## config.mk

```make
export PLATFORM = sky130hd
export DESIGN_NAME = lock_order_deadlock_detector
export DESIGN_NICKNAME = d
export VERILOG_FILES = /design/src/lod_pkg.sv /design/src/lod_matrix.sv /design/src/lod_hstack.sv /design/src/lod_sstack.sv /design/src/lock_order_deadlock_detector.sv
export SDC_FILE = /design/constraint.sdc
export NUM_CORES = 2
export LEC_CHECK = 0
export CELL_PAD_IN_SITES_DETAIL_PLACEMENT = 1
export CELL_PAD_IN_SITES_GLOBAL_PLACEMENT = 2
export CORE_MARGIN = 3
export CORE_UTILIZATION = 50
export DETAILED_ROUTE_END_ITERATION = 8
export DONT_BUFFER_PORTS = 1
export PLACE_DENSITY = 0.87
export SKIP_LAST_GASP = 1
export SYNTH_ARGS = -nofsm -noshare
export SYNTH_HDL_FRONTEND = slang
export SYNTH_SLANG_ARGS = --single-unit
```

## constraint.sdc

```tcl
create_clock -name clock -period 12.6 [get_ports clock]
set_input_delay 3.78 -clock clock [delete_from_list [all_inputs] [get_ports clock]]
set_output_delay 3.78 -clock clock [all_outputs]
set_load 0.01 [all_outputs]
```

## src/lod_pkg.sv

```systemverilog
`timescale 1ns / 1ps
// ----------------------------------------------------------------------------
// Lock-order deadlock detector package
// Shared constants, result codes and the controller state type.
// ----------------------------------------------------------------------------
package lod_pkg;

   // Default sizes of the graph, the thread set and the held-lock stacks.
   localparam int LOCKS_DEF       = 32;
   localparam int THREADS_DEF     = 4;
   localparam int STACK_DEPTH_DEF = 16;

   // Fixed field widths of the request and response words.
   localparam int THREAD_W = 2;
   localparam int LOCK_W   = 5;
   localparam int STATUS_W = 3;

   // Opcodes.
   localparam logic OP_ACQUIRE = 1'b0;
   localparam logic OP_RELEASE = 1'b1;

   // Response status codes.
   localparam logic [STATUS_W-1:0] STAT_OK           = 3'd0;
   localparam logic [STATUS_W-1:0] STAT_DEADLOCK     = 3'd1;
   localparam logic [STATUS_W-1:0] STAT_REL_EMPTY    = 3'd2;
   localparam logic [STATUS_W-1:0] STAT_REL_MISMATCH = 3'd3;
   localparam logic [STATUS_W-1:0] STAT_OVERFLOW     = 3'd4;
   localparam logic [STATUS_W-1:0] STAT_HALTED       = 3'd5;

   // Controller states.
   typedef enum logic [2:0] {
      S_IDLE,
      S_TOP,
      S_EDGE,
      S_ROOT,
      S_SCAN,
      S_POP,
      S_FIN
   } state_type;

endpackage

```

## src/lod_matrix.sv

```systemverilog
`timescale 1ns / 1ps
// ----------------------------------------------------------------------------
// Lock-order matrix
// One row per lock; bit b of row a marks an order edge from lock a to lock b.
// Rows carry valid bits so that reset empties the graph at once.
// ----------------------------------------------------------------------------
module lod_matrix #(
   parameter int LOCKS = lod_pkg::LOCKS_DEF
) (
   input  logic                       clock,
   input  logic                       reset,
   input  logic                       rd_en,
   input  logic [$clog2(LOCKS)-1:0]   rd_addr,
   output logic [LOCKS-1:0]           rd_row,
   input  logic                       wr_en,
   input  logic [$clog2(LOCKS)-1:0]   wr_addr,
   input  logic [LOCKS-1:0]           wr_row
);

   logic [LOCKS-1:0] mem [LOCKS];
   logic [LOCKS-1:0] vld_ff;
   logic [LOCKS-1:0] rd_row_ff;

   // Row storage and registered read; a row never written reads as empty.
   always_ff @(posedge clock) begin
      if (wr_en) begin
         mem[wr_addr] <= wr_row;
      end
      if (rd_en) begin
         rd_row_ff <= vld_ff[rd_addr] ? mem[rd_addr] : '0;
      end
   end

   // Row valid bits.
   always_ff @(posedge clock) begin
      if (reset) begin
         vld_ff <= '0;
      end else if (wr_en) begin
         vld_ff[wr_addr] <= 1'b1;
      end
   end

   assign rd_row = rd_row_ff;

endmodule

```

## src/lod_hstack.sv

```systemverilog
`timescale 1ns / 1ps
// ----------------------------------------------------------------------------
// Held-lock stacks
// One stack of lock ids per thread in a shared memory, with a fill count
// per thread in flip-flops. The top entry is read through a register.
// ----------------------------------------------------------------------------
module lod_hstack #(
   parameter int THREADS     = lod_pkg::THREADS_DEF,
   parameter int STACK_DEPTH = lod_pkg::STACK_DEPTH_DEF,
   localparam int TW = (THREADS > 1) ? $clog2(THREADS) : 1,
   localparam int CW = $clog2(STACK_DEPTH + 1)
) (
   input  logic                        clock,
   input  logic                        reset,
   input  logic [TW-1:0]               thread,
   input  logic                        rd_en,
   input  logic                        push_en,
   input  logic                        pop_en,
   input  logic [lod_pkg::LOCK_W-1:0]  push_lock,
   output logic [CW-1:0]               count,
   output logic [lod_pkg::LOCK_W-1:0]  top_lock
);

   localparam int ENTRIES = THREADS * STACK_DEPTH;
   localparam int AW      = (ENTRIES > 1) ? $clog2(ENTRIES) : 1;

   logic [lod_pkg::LOCK_W-1:0] mem [ENTRIES];
   logic [lod_pkg::LOCK_W-1:0] top_ff;
   logic [CW-1:0]              count_ff [THREADS];
   logic [AW-1:0]              rd_addr;
   logic [AW-1:0]              wr_addr;

   assign count = count_ff[thread];

   // The top sits one below the fill count; a push lands at the fill count.
   assign rd_addr = AW'(int'(thread) * STACK_DEPTH + int'(count) - 1);
   assign wr_addr = AW'(int'(thread) * STACK_DEPTH + int'(count));

   // Stack memory.
   always_ff @(posedge clock) begin
      if (push_en) begin
         mem[wr_addr] <= push_lock;
      end
      if (rd_en) begin
         top_ff <= mem[rd_addr];
      end
   end

   // Fill counts.
   always_ff @(posedge clock) begin
      if (reset) begin
         for (int i = 0; i < THREADS; i++) begin
            count_ff[i] <= '0;
         end
      end else if (push_en) begin
         count_ff[thread] <= count + CW'(1);
      end else if (pop_en) begin
         count_ff[thread] <= count - CW'(1);
      end
   end

   assign top_lock = top_ff;

endmodule

```

## src/lod_sstack.sv

```systemverilog
`timescale 1ns / 1ps
// ----------------------------------------------------------------------------
// Search stack
// Holds the ancestors of the node under scan during the depth-first search:
// each entry keeps a node and the next neighbor to try on return.
// ----------------------------------------------------------------------------
module lod_sstack #(
   parameter int LOCKS = lod_pkg::LOCKS_DEF,
   localparam int LW = $clog2(LOCKS),
   localparam int NW = $clog2(LOCKS + 1)
) (
   input  logic            clock,
   input  logic            wr_en,
   input  logic [LW-1:0]   wr_addr,
   input  logic [LW-1:0]   wr_node,
   input  logic [NW-1:0]   wr_next,
   input  logic            rd_en,
   input  logic [LW-1:0]   rd_addr,
   output logic [LW-1:0]   rd_node,
   output logic [NW-1:0]   rd_next
);

   logic [LW+NW-1:0] mem [LOCKS];
   logic [LW+NW-1:0] rd_ff;

   // Frame storage with a registered read.
   always_ff @(posedge clock) begin
      if (wr_en) begin
         mem[wr_addr] <= {wr_node, wr_next};
      end
      if (rd_en) begin
         rd_ff <= mem[rd_addr];
      end
   end

   assign rd_node = rd_ff[LW+NW-1:NW];
   assign rd_next = rd_ff[NW-1:0];

endmodule

```

## src/lock_order_deadlock_detector.sv

```systemverilog
`timescale 1ns / 1ps
// ----------------------------------------------------------------------------
// Lock-order deadlock detector
// Tracks held locks per thread, records lock-order edges and runs a
// depth-first search for a cycle whenever a new edge appears.
//
//   Channel | Direction | Ports
//   --------+-----------+--------------------------------------------------
//   req     | in        | req_valid, req_stall, opcode, thread_id, lock_id
//   rsp     | out       | rsp_valid, rsp_stall, status, new_edge, cycle_*
//
// An event that needs no stack read goes straight to its response; a
// release or an acquire over a held lock first reads the stack top. A
// new order edge starts the search, which steps through each root, each
// graph edge scanned and each return from a node, all bound by the
// single read port of the order matrix. One word is handled at a time.
// Reset is synchronous and empties the graph, the stacks and the halt flag.
// A stalled response waits in its output register while the next word is
// taken in; that word finishes once the register is free.
// ----------------------------------------------------------------------------
module lock_order_deadlock_detector #(
   parameter int LOCKS       = lod_pkg::LOCKS_DEF,
   parameter int THREADS     = lod_pkg::THREADS_DEF,
   parameter int STACK_DEPTH = lod_pkg::STACK_DEPTH_DEF
) (
   input  logic                          clock,
   input  logic                          reset,
   input  logic                          req_valid,
   output logic                          req_stall,
   input  logic                          req_opcode,
   input  logic [lod_pkg::THREAD_W-1:0]  req_thread_id,
   input  logic [lod_pkg::LOCK_W-1:0]    req_lock_id,
   output logic                          rsp_valid,
   input  logic                          rsp_stall,
   output logic [lod_pkg::STATUS_W-1:0]  rsp_status,
   output logic                          rsp_new_edge,
   output logic [lod_pkg::LOCK_W-1:0]    rsp_cycle_from,
   output logic [lod_pkg::LOCK_W-1:0]    rsp_cycle_to
);

   localparam int LW = $clog2(LOCKS);
   localparam int NW = $clog2(LOCKS + 1);
   localparam int TW = (THREADS > 1) ? $clog2(THREADS) : 1;
   localparam int CW = $clog2(STACK_DEPTH + 1);

   lod_pkg::state_type state_ff, state_in;

   logic                          op_ff, op_in;
   logic [TW-1:0]                 thr_ff, thr_in;
   logic [lod_pkg::LOCK_W-1:0]    lock_ff, lock_in;
   logic [LW-1:0]                 top_ff, top_in;
   logic                          halted_ff, halted_in;
   logic [LOCKS-1:0]              seen_ff, seen_in;
   logic [LOCKS-1:0]              done_ff, done_in;
   logic [LW-1:0]                 cur_v_ff, cur_v_in;
   logic [NW-1:0]                 cur_n_ff, cur_n_in;
   logic [LW-1:0]                 sp_ff, sp_in;
   logic [lod_pkg::STATUS_W-1:0]  res_status_ff, res_status_in;
   logic                          res_edge_ff, res_edge_in;
   logic [LW-1:0]                 res_from_ff, res_from_in;
   logic [LW-1:0]                 res_to_ff, res_to_in;
   logic                          rsp_valid_ff, rsp_valid_in;
   logic [lod_pkg::STATUS_W-1:0]  rsp_status_ff;
   logic                          rsp_edge_ff;
   logic [lod_pkg::LOCK_W-1:0]    rsp_from_ff;
   logic [lod_pkg::LOCK_W-1:0]    rsp_to_ff;

   // Memory port signals.
   logic [TW-1:0]               hs_thread;
   logic                        hs_rd, hs_push, hs_pop;
   logic [lod_pkg::LOCK_W-1:0]  hs_push_lock;
   logic [CW-1:0]               hs_count;
   logic [lod_pkg::LOCK_W-1:0]  hs_top;
   logic                        mx_rd, mx_wr;
   logic [LW-1:0]               mx_rd_addr;
   logic [LOCKS-1:0]            mx_row;
   logic [LOCKS-1:0]            mx_wr_row;
   logic                        ss_wr, ss_rd;
   logic [LW-1:0]               ss_rd_addr;
   logic [LW-1:0]               ss_node;
   logic [NW-1:0]               ss_next;

   // Search helpers.
   logic           scan_hit;
   logic [LW-1:0]  scan_idx;
   logic           root_hit;
   logic [LW-1:0]  root_idx;
   logic           accept;
   logic           in_range;
   logic           load_rsp;
   logic [LW-1:0]  lock_node;

   lod_hstack #(
      .THREADS     (THREADS),
      .STACK_DEPTH (STACK_DEPTH)
   ) u_hstack (
      .clock     (clock),
      .reset     (reset),
      .thread    (hs_thread),
      .rd_en     (hs_rd),
      .push_en   (hs_push),
      .pop_en    (hs_pop),
      .push_lock (hs_push_lock),
      .count     (hs_count),
      .top_lock  (hs_top)
   );

   lod_matrix #(
      .LOCKS (LOCKS)
   ) u_matrix (
      .clock   (clock),
      .reset   (reset),
      .rd_en   (mx_rd),
      .rd_addr (mx_rd_addr),
      .rd_row  (mx_row),
      .wr_en   (mx_wr),
      .wr_addr (top_ff),
      .wr_row  (mx_wr_row)
   );

   lod_sstack #(
      .LOCKS (LOCKS)
   ) u_sstack (
      .clock   (clock),
      .wr_en   (ss_wr),
      .wr_addr (sp_ff),
      .wr_node (cur_v_ff),
      .wr_next (NW'(scan_idx) + NW'(1)),
      .rd_en   (ss_rd),
      .rd_addr (ss_rd_addr),
      .rd_node (ss_node),
      .rd_next (ss_next)
   );

   assign accept    = req_valid && (state_ff == lod_pkg::S_IDLE);
   assign req_stall = (state_ff != lod_pkg::S_IDLE);
   assign in_range  = (int'(req_thread_id) < THREADS) && (int'(req_lock_id) < LOCKS);
   assign hs_thread = (state_ff == lod_pkg::S_IDLE) ? TW'(req_thread_id) : thr_ff;
   assign lock_node = LW'(lock_ff);
   assign load_rsp  = (state_ff == lod_pkg::S_FIN) && (!rsp_valid_ff || !rsp_stall);
   assign ss_rd_addr = sp_ff - LW'(1);
   assign mx_wr_row  = mx_row | (LOCKS'(1) << lock_node);

   // Lowest neighbor at or above the scan position in the current row.
   always_comb begin
      scan_hit = 1'b0;
      scan_idx = '0;
      for (int i = LOCKS - 1; i >= 0; i--) begin
         if (mx_row[i] && (i >= int'(cur_n_ff))) begin
            scan_hit = 1'b1;
            scan_idx = LW'(i);
         end
      end
   end

   // Lowest lock not yet reached, the next search root.
   always_comb begin
      root_hit = 1'b0;
      root_idx = '0;
      for (int i = LOCKS - 1; i >= 0; i--) begin
         if (!seen_ff[i]) begin
            root_hit = 1'b1;
            root_idx = LW'(i);
         end
      end
   end

   // Controller: next state, memory commands and result bookkeeping.
   always_comb begin
      state_in      = state_ff;
      op_in         = op_ff;
      thr_in        = thr_ff;
      lock_in       = lock_ff;
      top_in        = top_ff;
      halted_in     = halted_ff;
      seen_in       = seen_ff;
      done_in       = done_ff;
      cur_v_in      = cur_v_ff;
      cur_n_in      = cur_n_ff;
      sp_in         = sp_ff;
      res_status_in = res_status_ff;
      res_edge_in   = res_edge_ff;
      res_from_in   = res_from_ff;
      res_to_in     = res_to_ff;
      hs_rd         = 1'b0;
      hs_push       = 1'b0;
      hs_pop        = 1'b0;
      hs_push_lock  = lock_ff;
      mx_rd         = 1'b0;
      mx_rd_addr    = cur_v_ff;
      mx_wr         = 1'b0;
      ss_wr         = 1'b0;
      ss_rd         = 1'b0;

      case (state_ff)
         lod_pkg::S_IDLE: begin
            if (accept) begin
               op_in         = req_opcode;
               thr_in        = TW'(req_thread_id);
               lock_in       = req_lock_id;
               hs_push_lock  = req_lock_id;
               res_status_in = lod_pkg::STAT_OK;
               res_edge_in   = 1'b0;
               res_from_in   = '0;
               res_to_in     = '0;
               state_in      = lod_pkg::S_FIN;
               if (halted_ff) begin
                  res_status_in = lod_pkg::STAT_HALTED;
               end else if (in_range) begin
                  if (req_opcode == lod_pkg::OP_ACQUIRE) begin
                     if (hs_count >= CW'(STACK_DEPTH)) begin
                        res_status_in = lod_pkg::STAT_OVERFLOW;
                     end else if (hs_count == '0) begin
                        hs_push = 1'b1;
                     end else begin
                        hs_rd    = 1'b1;
                        state_in = lod_pkg::S_TOP;
                     end
                  end else begin
                     if (hs_count == '0) begin
                        res_status_in = lod_pkg::STAT_REL_EMPTY;
                        halted_in     = 1'b1;
                     end else begin
                        hs_rd    = 1'b1;
                        state_in = lod_pkg::S_TOP;
                     end
                  end
               end
            end
         end

         // Top of the thread's stack is on hand.
         lod_pkg::S_TOP: begin
            top_in = LW'(hs_top);
            if (op_ff == lod_pkg::OP_ACQUIRE) begin
               if (hs_top == lock_ff) begin
                  hs_push  = 1'b1;
                  state_in = lod_pkg::S_FIN;
               end else begin
                  mx_rd      = 1'b1;
                  mx_rd_addr = LW'(hs_top);
                  state_in   = lod_pkg::S_EDGE;
               end
            end else begin
               if (hs_top != lock_ff) begin
                  res_status_in = lod_pkg::STAT_REL_MISMATCH;
                  halted_in     = 1'b1;
               end else begin
                  hs_pop = 1'b1;
               end
               state_in = lod_pkg::S_FIN;
            end
         end

         // Row of the top lock is on hand; add the edge if it is new.
         lod_pkg::S_EDGE: begin
            if (mx_row[lock_node]) begin
               hs_push  = 1'b1;
               state_in = lod_pkg::S_FIN;
            end else begin
               mx_wr       = 1'b1;
               res_edge_in = 1'b1;
               seen_in     = '0;
               done_in     = '0;
               state_in    = lod_pkg::S_ROOT;
            end
         end

         // Start a new tree at the lowest unreached lock, or finish clean.
         lod_pkg::S_ROOT: begin
            if (!root_hit) begin
               hs_push  = 1'b1;
               state_in = lod_pkg::S_FIN;
            end else begin
               seen_in[root_idx] = 1'b1;
               cur_v_in   = root_idx;
               cur_n_in   = '0;
               sp_in      = '0;
               mx_rd      = 1'b1;
               mx_rd_addr = root_idx;
               state_in   = lod_pkg::S_SCAN;
            end
         end

         // Scan the current node's row for its next neighbor.
         lod_pkg::S_SCAN: begin
            if (!scan_hit) begin
               done_in[cur_v_ff] = 1'b1;
               if (sp_ff == '0) begin
                  state_in = lod_pkg::S_ROOT;
               end else begin
                  ss_rd    = 1'b1;
                  sp_in    = sp_ff - LW'(1);
                  state_in = lod_pkg::S_POP;
               end
            end else if (!seen_ff[scan_idx]) begin
               seen_in[scan_idx] = 1'b1;
               ss_wr      = 1'b1;
               sp_in      = sp_ff + LW'(1);
               cur_v_in   = scan_idx;
               cur_n_in   = '0;
               mx_rd      = 1'b1;
               mx_rd_addr = scan_idx;
            end else if (!done_ff[scan_idx]) begin
               res_status_in = lod_pkg::STAT_DEADLOCK;
               res_from_in   = cur_v_ff;
               res_to_in     = scan_idx;
               halted_in     = 1'b1;
               state_in      = lod_pkg::S_FIN;
            end else begin
               cur_n_in = NW'(scan_idx) + NW'(1);
            end
         end

         // Return to the parent frame and fetch its row again.
         lod_pkg::S_POP: begin
            cur_v_in   = ss_node;
            cur_n_in   = ss_next;
            mx_rd      = 1'b1;
            mx_rd_addr = ss_node;
            state_in   = lod_pkg::S_SCAN;
         end

         lod_pkg::S_FIN: begin
            if (load_rsp) begin
               state_in = lod_pkg::S_IDLE;
            end
         end

         default: begin
            state_in = lod_pkg::S_IDLE;
         end
      endcase
   end

   // Response valid: set on load, cleared once the word is taken.
   always_comb begin
      if (load_rsp) begin
         rsp_valid_in = 1'b1;
      end else begin
         rsp_valid_in = rsp_valid_ff && rsp_stall;
      end
   end

   // Control registers.
   always_ff @(posedge clock) begin
      if (reset) begin
         state_ff     <= lod_pkg::S_IDLE;
         halted_ff    <= 1'b0;
         rsp_valid_ff <= 1'b0;
      end else begin
         state_ff     <= state_in;
         halted_ff    <= halted_in;
         rsp_valid_ff <= rsp_valid_in;
      end
   end

   // Working registers.
   always_ff @(posedge clock) begin
      op_ff         <= op_in;
      thr_ff        <= thr_in;
      lock_ff       <= lock_in;
      top_ff        <= top_in;
      seen_ff       <= seen_in;
      done_ff       <= done_in;
      cur_v_ff      <= cur_v_in;
      cur_n_ff      <= cur_n_in;
      sp_ff         <= sp_in;
      res_status_ff <= res_status_in;
      res_edge_ff   <= res_edge_in;
      res_from_ff   <= res_from_in;
      res_to_ff     <= res_to_in;
   end

   // Output word register.
   always_ff @(posedge clock) begin
      if (load_rsp) begin
         rsp_status_ff <= res_status_ff;
         rsp_edge_ff   <= res_edge_ff;
         rsp_from_ff   <= lod_pkg::LOCK_W'(res_from_ff);
         rsp_to_ff     <= lod_pkg::LOCK_W'(res_to_ff);
      end
   end

   assign rsp_valid      = rsp_valid_ff;
   assign rsp_status     = rsp_status_ff;
   assign rsp_new_edge   = rsp_edge_ff;
   assign rsp_cycle_from = rsp_from_ff;
   assign rsp_cycle_to   = rsp_to_ff;

endmodule

```

# After elaboration in Yosys (flattened, before gate mapping)

Memories as Yosys holds them, arrays and structs flattened. A register that Yosys moved wholly into a read port is not among the register bits.
Cells that the tools add are included.

Reductions and logical operators: 64
$add $sub $neg: 7
Mux-type cells: 268
Order comparisons: 43
Bitwise operators: 6
Equality and inequality tests: 24
Shift operators: 1

Operators by type and width:

| kind                                                              | number |
|---|---|
| two-way mux 5 bit                                                 | 84 |
| two-way mux 32 bit                                                | 5 |
| OR 32 bit                                                         | 5 |
| two-way mux 1 bit                                                 | 127 |
| greater-or-equal comparator 5 x 6 -> 1 bit, first input constant  | 16 |
| case mux 32 bit (3 select lines)                                  | 1 |
| two-way mux 3 bit                                                 | 22 |
| case mux 32 bit (2 select lines)                                  | 1 |
| greater-or-equal comparator 4 x 6 -> 1 bit, first input constant  | 8 |
| logical AND 1 bit                                                 | 39 |
| less-than comparator 5 x 6 -> 1 bit, second input constant        | 6 |
| left shift 1 x 5 -> 32 bit, first input constant                  | 1 |
| case mux 5 bit (2 select lines)                                   | 3 |
| greater-or-equal comparator 3 x 6 -> 1 bit, first input constant  | 4 |
| two-way mux 6 bit                                                 | 4 |
| inequality test 2 bit, second input constant                      | 11 |
| case mux 3 bit (7 select lines)                                   | 1 |
| binary-select mux 1 bit (select 5 bit)                            | 4 |
| demux 1 bit (select 5 bit)                                        | 4 |
| greater-or-equal comparator 5 x 1 -> 1 bit, second input constant | 4 |
| case mux 5 bit (4 select lines)                                   | 1 |
| case mux 6 bit (3 select lines)                                   | 1 |
| inequality test 3 bit, second input constant                      | 5 |
| case mux 5 bit (3 select lines)                                   | 1 |
| other kinds (31)                                                  | 55 |

Output and inout bits: 16
Bits of input ports: 12
Logic and storage cells: 438
Memories: 4
Memory bits (writable): 1,716
Register bits: 158

Memories:

| name              | words | bits a word | rd ports | clocked after memory_dff | wr ports | line             | source |
|---|---|---|---|---|---|---|---|
| u_matrix.mem      | 32    | 32          | 1        | 1                        | 1        | lod_matrix.sv:20 | `logic [LOCKS-1:0] mem [LOCKS];` |
| u_sstack.mem      | 32    | 11          | 1        | 1                        | 1        | lod_sstack.sv:23 | `logic [LW+NW-1:0] mem [LOCKS];` |
| u_hstack.mem      | 64    | 5           | 1        | 1                        | 1        | lod_hstack.sv:27 | `logic [lod_pkg::LOCK_W-1:0] mem [ENTRIES];` |
| u_hstack.count_ff | 4     | 5           | 1        | 0                        | 4        | lod_hstack.sv:29 | `logic [CW-1:0] count_ff [THREADS];` |

# Depth between registers and ports, before layout

Word-level depth: 42
Gate-level depth with buffers: 24
Gate-level depth less buffers: 17

# Modules after synthesis

Synthesis repeated with hierarchy kept, for this count alone.

Cell total of the unflattened synthesis: 4,765
Area, all modules: 78,998.3 um^2

By module, submodules not included:

| module                       | area an instance (um^2) | cells each | times used | sequential area each (um^2) |
|---|---|---|---|---|
| lod_matrix                   | 41,808.8                | 2,122      | 1          | 32,351.0 |
| lod_sstack                   | 14,310.0                | 801        | 1          | 10,900.5 |
| lod_hstack                   | 14,196.1                | 913        | 1          | 10,359.9 |
| lock_order_deadlock_detector | 8,683.3                 | 929        | 1          | 3,683.5 |

# Worst setup path after synthesis

No wires, ideal clock.

Path kind: input to register
From: in req_thread_id[1] in the netlist's numbering
To: reg u_hstack.top_ff, in the netlist u_hstack.top_lock[4], read port of u_hstack.mem, data pin
Required time: 12.328 ns
Library setup time: 0.272 ns
Arrival: 7.199 ns
Path slack: 5.129 ns
Cell stages on the path: 8
Path buffers: 2
Cell sequence: mux2i_1 > mux2i_1 > mux2i_1 > clkbuf_1 > buf_1 > mux4_2 > mux4_2 > mux4_2

Longest elaborated chain between the ends: 9
Elaborated cells on any way between the ends: 12
Classes of those cells: 2 x add/sub; 1 x order compare; 7 x mux; 1 x reduce/logical; 1 x memory

Ends and longest elaborated chain:

| item                                                         | line                                | source |
|---|---|---|
| start: declaration                                           | lock_order_deadlock_detector.sv:31  | `input logic [lod_pkg::THREAD_W-1:0] req_thread_id,` |
| two-way mux 2 bit *                                          | lock_order_deadlock_detector.sv:138 | `assign hs_thread = (state_ff == lod_pkg::S_IDLE) ? TW'(req_thread_id) : thr_ff;` |
| branches (longest 8 deep; another with adder 6 x 5 -> 6 bit) | n/a                                 |  |
| end: declaration                                             | lod_hstack.sv:28                    | `logic [lod_pkg::LOCK_W-1:0] top_ff;` |

Every way passes the cells marked *.
A chain may end at the register's enable or synchronous reset.

# Worst setup path after layout

From: reg cur_n_ff[3]
To: reg u_matrix.rd_row_ff[28] (netlist: u_matrix.rd_row[28]), read port of u_matrix.mem, data pin

Longest elaborated chain between the ends: 42
Elaborated cells on any way between the ends: 139
Classes of those cells: 32 x order compare; 74 x mux; 33 x reduce/logical

Ends and longest elaborated chain:

| item                                       | line                                | source |
|---|---|---|
| start: declaration                         | lock_order_deadlock_detector.sv:56  | `logic [NW-1:0] cur_n_ff, cur_n_in;` |
| start signal: assignment                   | lock_order_deadlock_detector.sv:367 | `cur_n_ff <= cur_n_in;` |
| greater-or-equal comparator 5 x 6 -> 1 bit | lock_order_deadlock_detector.sv:149 | `if (mx_row[i] && (i >= int'(cur_n_ff))) begin` |
| logical AND 1 bit                          | lock_order_deadlock_detector.sv:149 |  |
| two-way mux 5 bit (32 in a row)            | lock_order_deadlock_detector.sv:149 |  |
| binary-select mux 1 bit (select 5 bit)     | lock_order_deadlock_detector.sv:296 | `end else if (!seen_ff[scan_idx]) begin` |
| two-way mux 1 bit (not written as such)    | lock_order_deadlock_detector.sv:296 |  |
| two-way mux 5 bit (2 in a row)             | n/a                                 |  |
| case mux 5 bit (4 select lines)            | lock_order_deadlock_detector.sv:195 | `case (state_ff)` |
| binary-select mux 1 bit (select 5 bit)     | lod_matrix.sv:30                    | `rd_row_ff <= vld_ff[rd_addr] ? mem[rd_addr] : '0;` |
| two-way mux 1 bit (not written as such)    | lod_matrix.sv:30                    |  |
| zero test 1 bit (no line)                  | n/a                                 |  |
| end: declaration                           | lod_matrix.sv:22                    | `logic [LOCKS-1:0] rd_row_ff;` |

Parallel ways exist; a longest one is shown, timed or not. The select of a mux whose other input is x is not followed.

==> results.rst <==
.. list-table::
   :header-rows: 1

   * - Metric
     - Value
   * - Buffer cell driving the clock tree root
     - sky130_fd_sc_hd__clkbuf_16
   * - Post-cts sizing count
     - 0
   * - Max frequency
     - 115.9 MHz
   * - Critical path peak fanout
     - 140
   * - Required time at the worst-slack endpoint
     - 13220 ps
   * - Final number of hold-violating endpoints
     - 0
   * - Met2 track demand over resource in global routing
     - 0.4377
   * - Sequential share of the synthesized area
     - 0.7169
   * - Maximum clock insertion buffer count
     - 3
   * - Result of the run
     - completed
   * - Final worst path period need
     - approximately 8600 ps
   * - Setup repair bufs after CTS
     - 0
   * - Worst-path cell chain
     - nand2_1, nand4_1, nor2b_1, or3_4, or3_4, a21o_1, buf_4, clkinv_8, a211oi_1, or4b_4, nor4_1, a211oi_1, nor3_2, buf_12, buf_4, buf_4, mux2i_1, mux2i_1, mux2i_1, a32o_1, a2111oi_2
   * - RePlAce Congestion
     - 0.8615
   * - Overall overflow remaining after global route
     - 0
   * - First-pass GRT wire length
     - 325.2 mm
   * - Final Skew
     - 61.44 ps
   * - Setup_tns
     - 0 ps
   * - DR iter-0 viols
     - 5356
   * - Number of antenna violations at the first check in global routing
     - 0
   * - Final-stage net count
     - 5109
   * - Data arrival, critical path
     - between 9000 and 10000 ps
   * - Launching element type of the critical path
     - flip-flop
   * - Yosys warning total
     - 0
   * - Starting Density
     - 0.5040
   * - Post-synthesis instance area
     - approximately 80000 um^2
   * - Kind of path behind the tightest hold check
     - flip-flop to flip-flop
   * - Port Buffers
     - 0
   * - X dimension of the die
     - 405.8 um
   * - Post-Synth XOR/XNOR Area
     - 0.002740
   * - Flop and latch count out of synthesis
     - approximately 1.9k
   * - Number of placed I/O pins
     - 28
   * - Number of failing setup endpoints in the final timing report
     - 0
   * - Startpoint of the most critical register-to-register path
     - cur_n_ff[3]
   * - Number of global-route vias before repair
     - 48.39k
   * - Kind of end point of the critical path
     - flip-flop
   * - Transition time at the pin with the least slew margin
     - 1342 ps
   * - Global route hottest layer
     - met2
   * - Mean instance size in the synthesized netlist
     - 15.74 um^2
   * - Largest stage delay on the critical path
     - ~1100 ps
   * - Leading cell types by count after synthesis
     - sky130_fd_sc_hd__edfxtp_1, sky130_fd_sc_hd__nand2_1, sky130_fd_sc_hd__nor2_1
   * - CTS sink cnt
     - 1922
   * - Number of synthesized flops with an enable pin
     - 1880
   * - Depth of the CTS H-tree
     - 4
   * - Share of the clock period used by the worst path after layout
     - 0.6847
   * - Clock transition at the register clock pins on the worst setup and hold paths after CTS
     - 70 ps
   * - Most used flip-flop cell after synthesis
     - sky130_fd_sc_hd__edfxtp_1
   * - Max capacitance violation total
     - 0
   * - CP Class
     - flip-flop to flip-flop
   * - Startpoint of the worst setup timing path
     - cur_n_ff[3]
   * - Area share of and/or/nand/nor cells after synthesis
     - 0.08559
   * - Die outline area
     - 164700 um^2
   * - Number of optimization iterations in the first detailed-route pass
     - 5
   * - Clock tree from TritonCTS
     - yes
   * - Top area cells in the synthesized netlist
     - sky130_fd_sc_hd__edfxtp_1, sky130_fd_sc_hd__mux4_2, sky130_fd_sc_hd__mux2i_1, sky130_fd_sc_hd__nand2_1, sky130_fd_sc_hd__nor2_1
   * - Antenna violation net count after detailed routing
     - 0
   * - Filler-free cell count of the finished design
     - 7305
   * - Layout Area Growth over Synthesis
     - 10.76%
   * - Proportion of synthesized area in mux cells
     - 0.1053
   * - Ratio of cells with drive above 1 in the final layout
     - 0.1483
   * - Combinational family with the most area after synthesis
     - multiplexers
   * - Area fraction in compound gates after synthesis
     - 0.06654
   * - Slowest stage cell on the critical path
     - sky130_fd_sc_hd__edfxtp_1
   * - Via-per-instance ratio
     - 6.404
   * - Maximum number of pins on one net before global-route repair
     - 182
   * - Most frequently used cell type in the post-synthesis netlist
     - sky130_fd_sc_hd__edfxtp_1
   * - Post-DP HPWL
     - approximately 120 mm
   * - Routed wire per std cell
     - 30.04 um
   * - Height of the chip
     - just over 400 um
   * - Number of DRC violations after detailed routing
     - 0
   * - Share of async-settable or async-resettable flops after synthesis
     - 0
   * - Routed Wire Length
     - about 220 mm
   * - Cell taking the most area after synthesis
     - sky130_fd_sc_hd__edfxtp_1
   * - Hold Buf Count CTS
     - 0
   * - Slew headroom
     - 0.1046
   * - TritonCTS buffer count
     - 189
   * - Met3 demand-to-capacity share in global routing
     - 0.03680
   * - RSZ-0062 raised after global routing
     - no
   * - Number of placement rows
     - 146
   * - Gate count of the mapped netlist
     - 5078
   * - Core ar.
     - 158600 um^2
   * - Share of the synthesized area in the top cell type
     - 0.7064
   * - Total routing resource utilization after global routing
     - 0.2667
   * - Met1 GRT Util
     - 0.3707
   * - Number of nets produced by synthesis
     - between 5k and 6k
   * - Count of unique library cells instantiated by Yosys
     - 90
   * - Detailed-route via count
     - 46.78k
   * - Hold wc startpoint
     - res_to_ff[4]
   * - Number of placed instances with taps included
     - ~7.0k
   * - Insertion delay of the later-clocked pin in the worst-skew pair
     - 850 ps
   * - Max Transition Viols Final
     - 0
   * - Arithmetic-cell share of the synthesized area counting full adders, half adders and majority gates
     - 0.002599
   * - Antenna cells
     - 0
cell type report:
class / instances / area [um^2]
Clock inverter: 98 / 1018
Inverter: 39 / 158.9
Sequential cell: 1922 / 57300
Fill cell: 14510 / 70040
Tap cell: 2072 / 2592
Multi-Input combinational cell: 2808 / 21470
Clock buffer: 245 / 5030
Timing Repair Buffer: 121 / 958.4
worst max-delay path, delay by kind of cell (launching register included):
family                 cells  cell delay (ps)
AO/OA/AOI/OAI              5             1030
buffers and inverters      5             2600
flip-flops                 1             1080
multiplexers               3              610
AND/OR/NAND/NOR            8             2720
worst paths after layout:
kind	to	slack, ps	cells after the start
min reg2reg	rsp_cycle_to[4]	420	0
max	u_matrix.rd_row[28]	3970	21
min	rsp_cycle_to[4]	420	0
max reg2reg	u_matrix.rd_row[28]	3970	21
cells in the final DEF, fill, tap and decap left out, drive strengths merged, types with 15 or more instances in the layout:
cell | synthesis | layout
mux4 | 227 | 227
and3 | 17 | 17
nor2 | 321 | 321
inv | 36 | 46
nor2b | 22 | 22
o21ai | 43 | 43
o21a | 19 | 19
a21oi | 88 | 88
a31oi | 46 | 46
a211oi | 76 | 76
a32o | 32 | 32
a221oi | 39 | 39
clkinv | 3 | 69
o21bai | 19 | 19
mux2i | 304 | 304
nand3 | 143 | 143
dfxtp | 42 | 42
a311oi | 100 | 100
ha | 15 | 15
edfxtp | 1880 | 1880
a21o | 17 | 17
o211ai | 80 | 80
nand3b | 43 | 43
clkbuf | 155 | 245
nand2b | 17 | 17
nand2 | 775 | 775
a2111oi | 35 | 35
nand4 | 18 | 18
buf | 154 | 121
and2 | 90 | 90
mux2 | 23 | 23
nor3 | 44 | 44
cell families after synthesis:
family	count (synthesis)
flip-flops	1922
AND/OR/NAND/NOR	1540
AO/OA/AOI/OAI	673
multiplexers	554
buffers and inverters	348
XOR/XNOR	25
adder cells (fa/ha/maj)	16
registers in the layout, summed over array words and instances (netlist names), 2 cells and up:
register           count
cur_n_ff               6
cur_v_ff               5
done_ff               32
lock_ff                5
res_from_ff            5
res_status_ff          3
res_to_ff              5
rsp_cycle_from         5
rsp_cycle_to           5
rsp_status             3
seen_ff               32
sp_ff                  5
state_ff               3
thr_ff                 2
top_ff                 5
u_hstack.count_ff     20
u_hstack.mem         320
u_hstack.top_lock      5
u_matrix.mem        1024
u_matrix.rd_row       32
u_matrix.vld_ff       32
u_sstack.mem         352
u_sstack.rd_ff        11
per-stage QoR:
step / cell area (um^2) / setup WS, ps / hold WS [ps] / utilization
2_1_floorplan: 79920 / 5129 / 400.3 / -
3_3_place_gp: 82440 / 4105 / 402.5 / 0.5199
3_5_place_dp: 82440 / 3888 / 406.2 / 0.5199
4_1_cts: 88490 / 4194 / 423.1 / 0.5581
5_1_grt: 88520 / 3582 / 429.1 / 0.5583
6_report: 88520 / 3972 / 418.0 / 0.5583
routing by layer:
metal | wire (um) | vias up
met2 | 107400 | 2000
li1 | - | 19820
met1 | 89090 | 24540
met4 | 7121 | 0
met3 | 15850 | 419
met5 | 0 | -
Power is left out: the tool's default activity adds up to more than one toggle a clock period on the data nets, which glitch-free logic cannot reach.
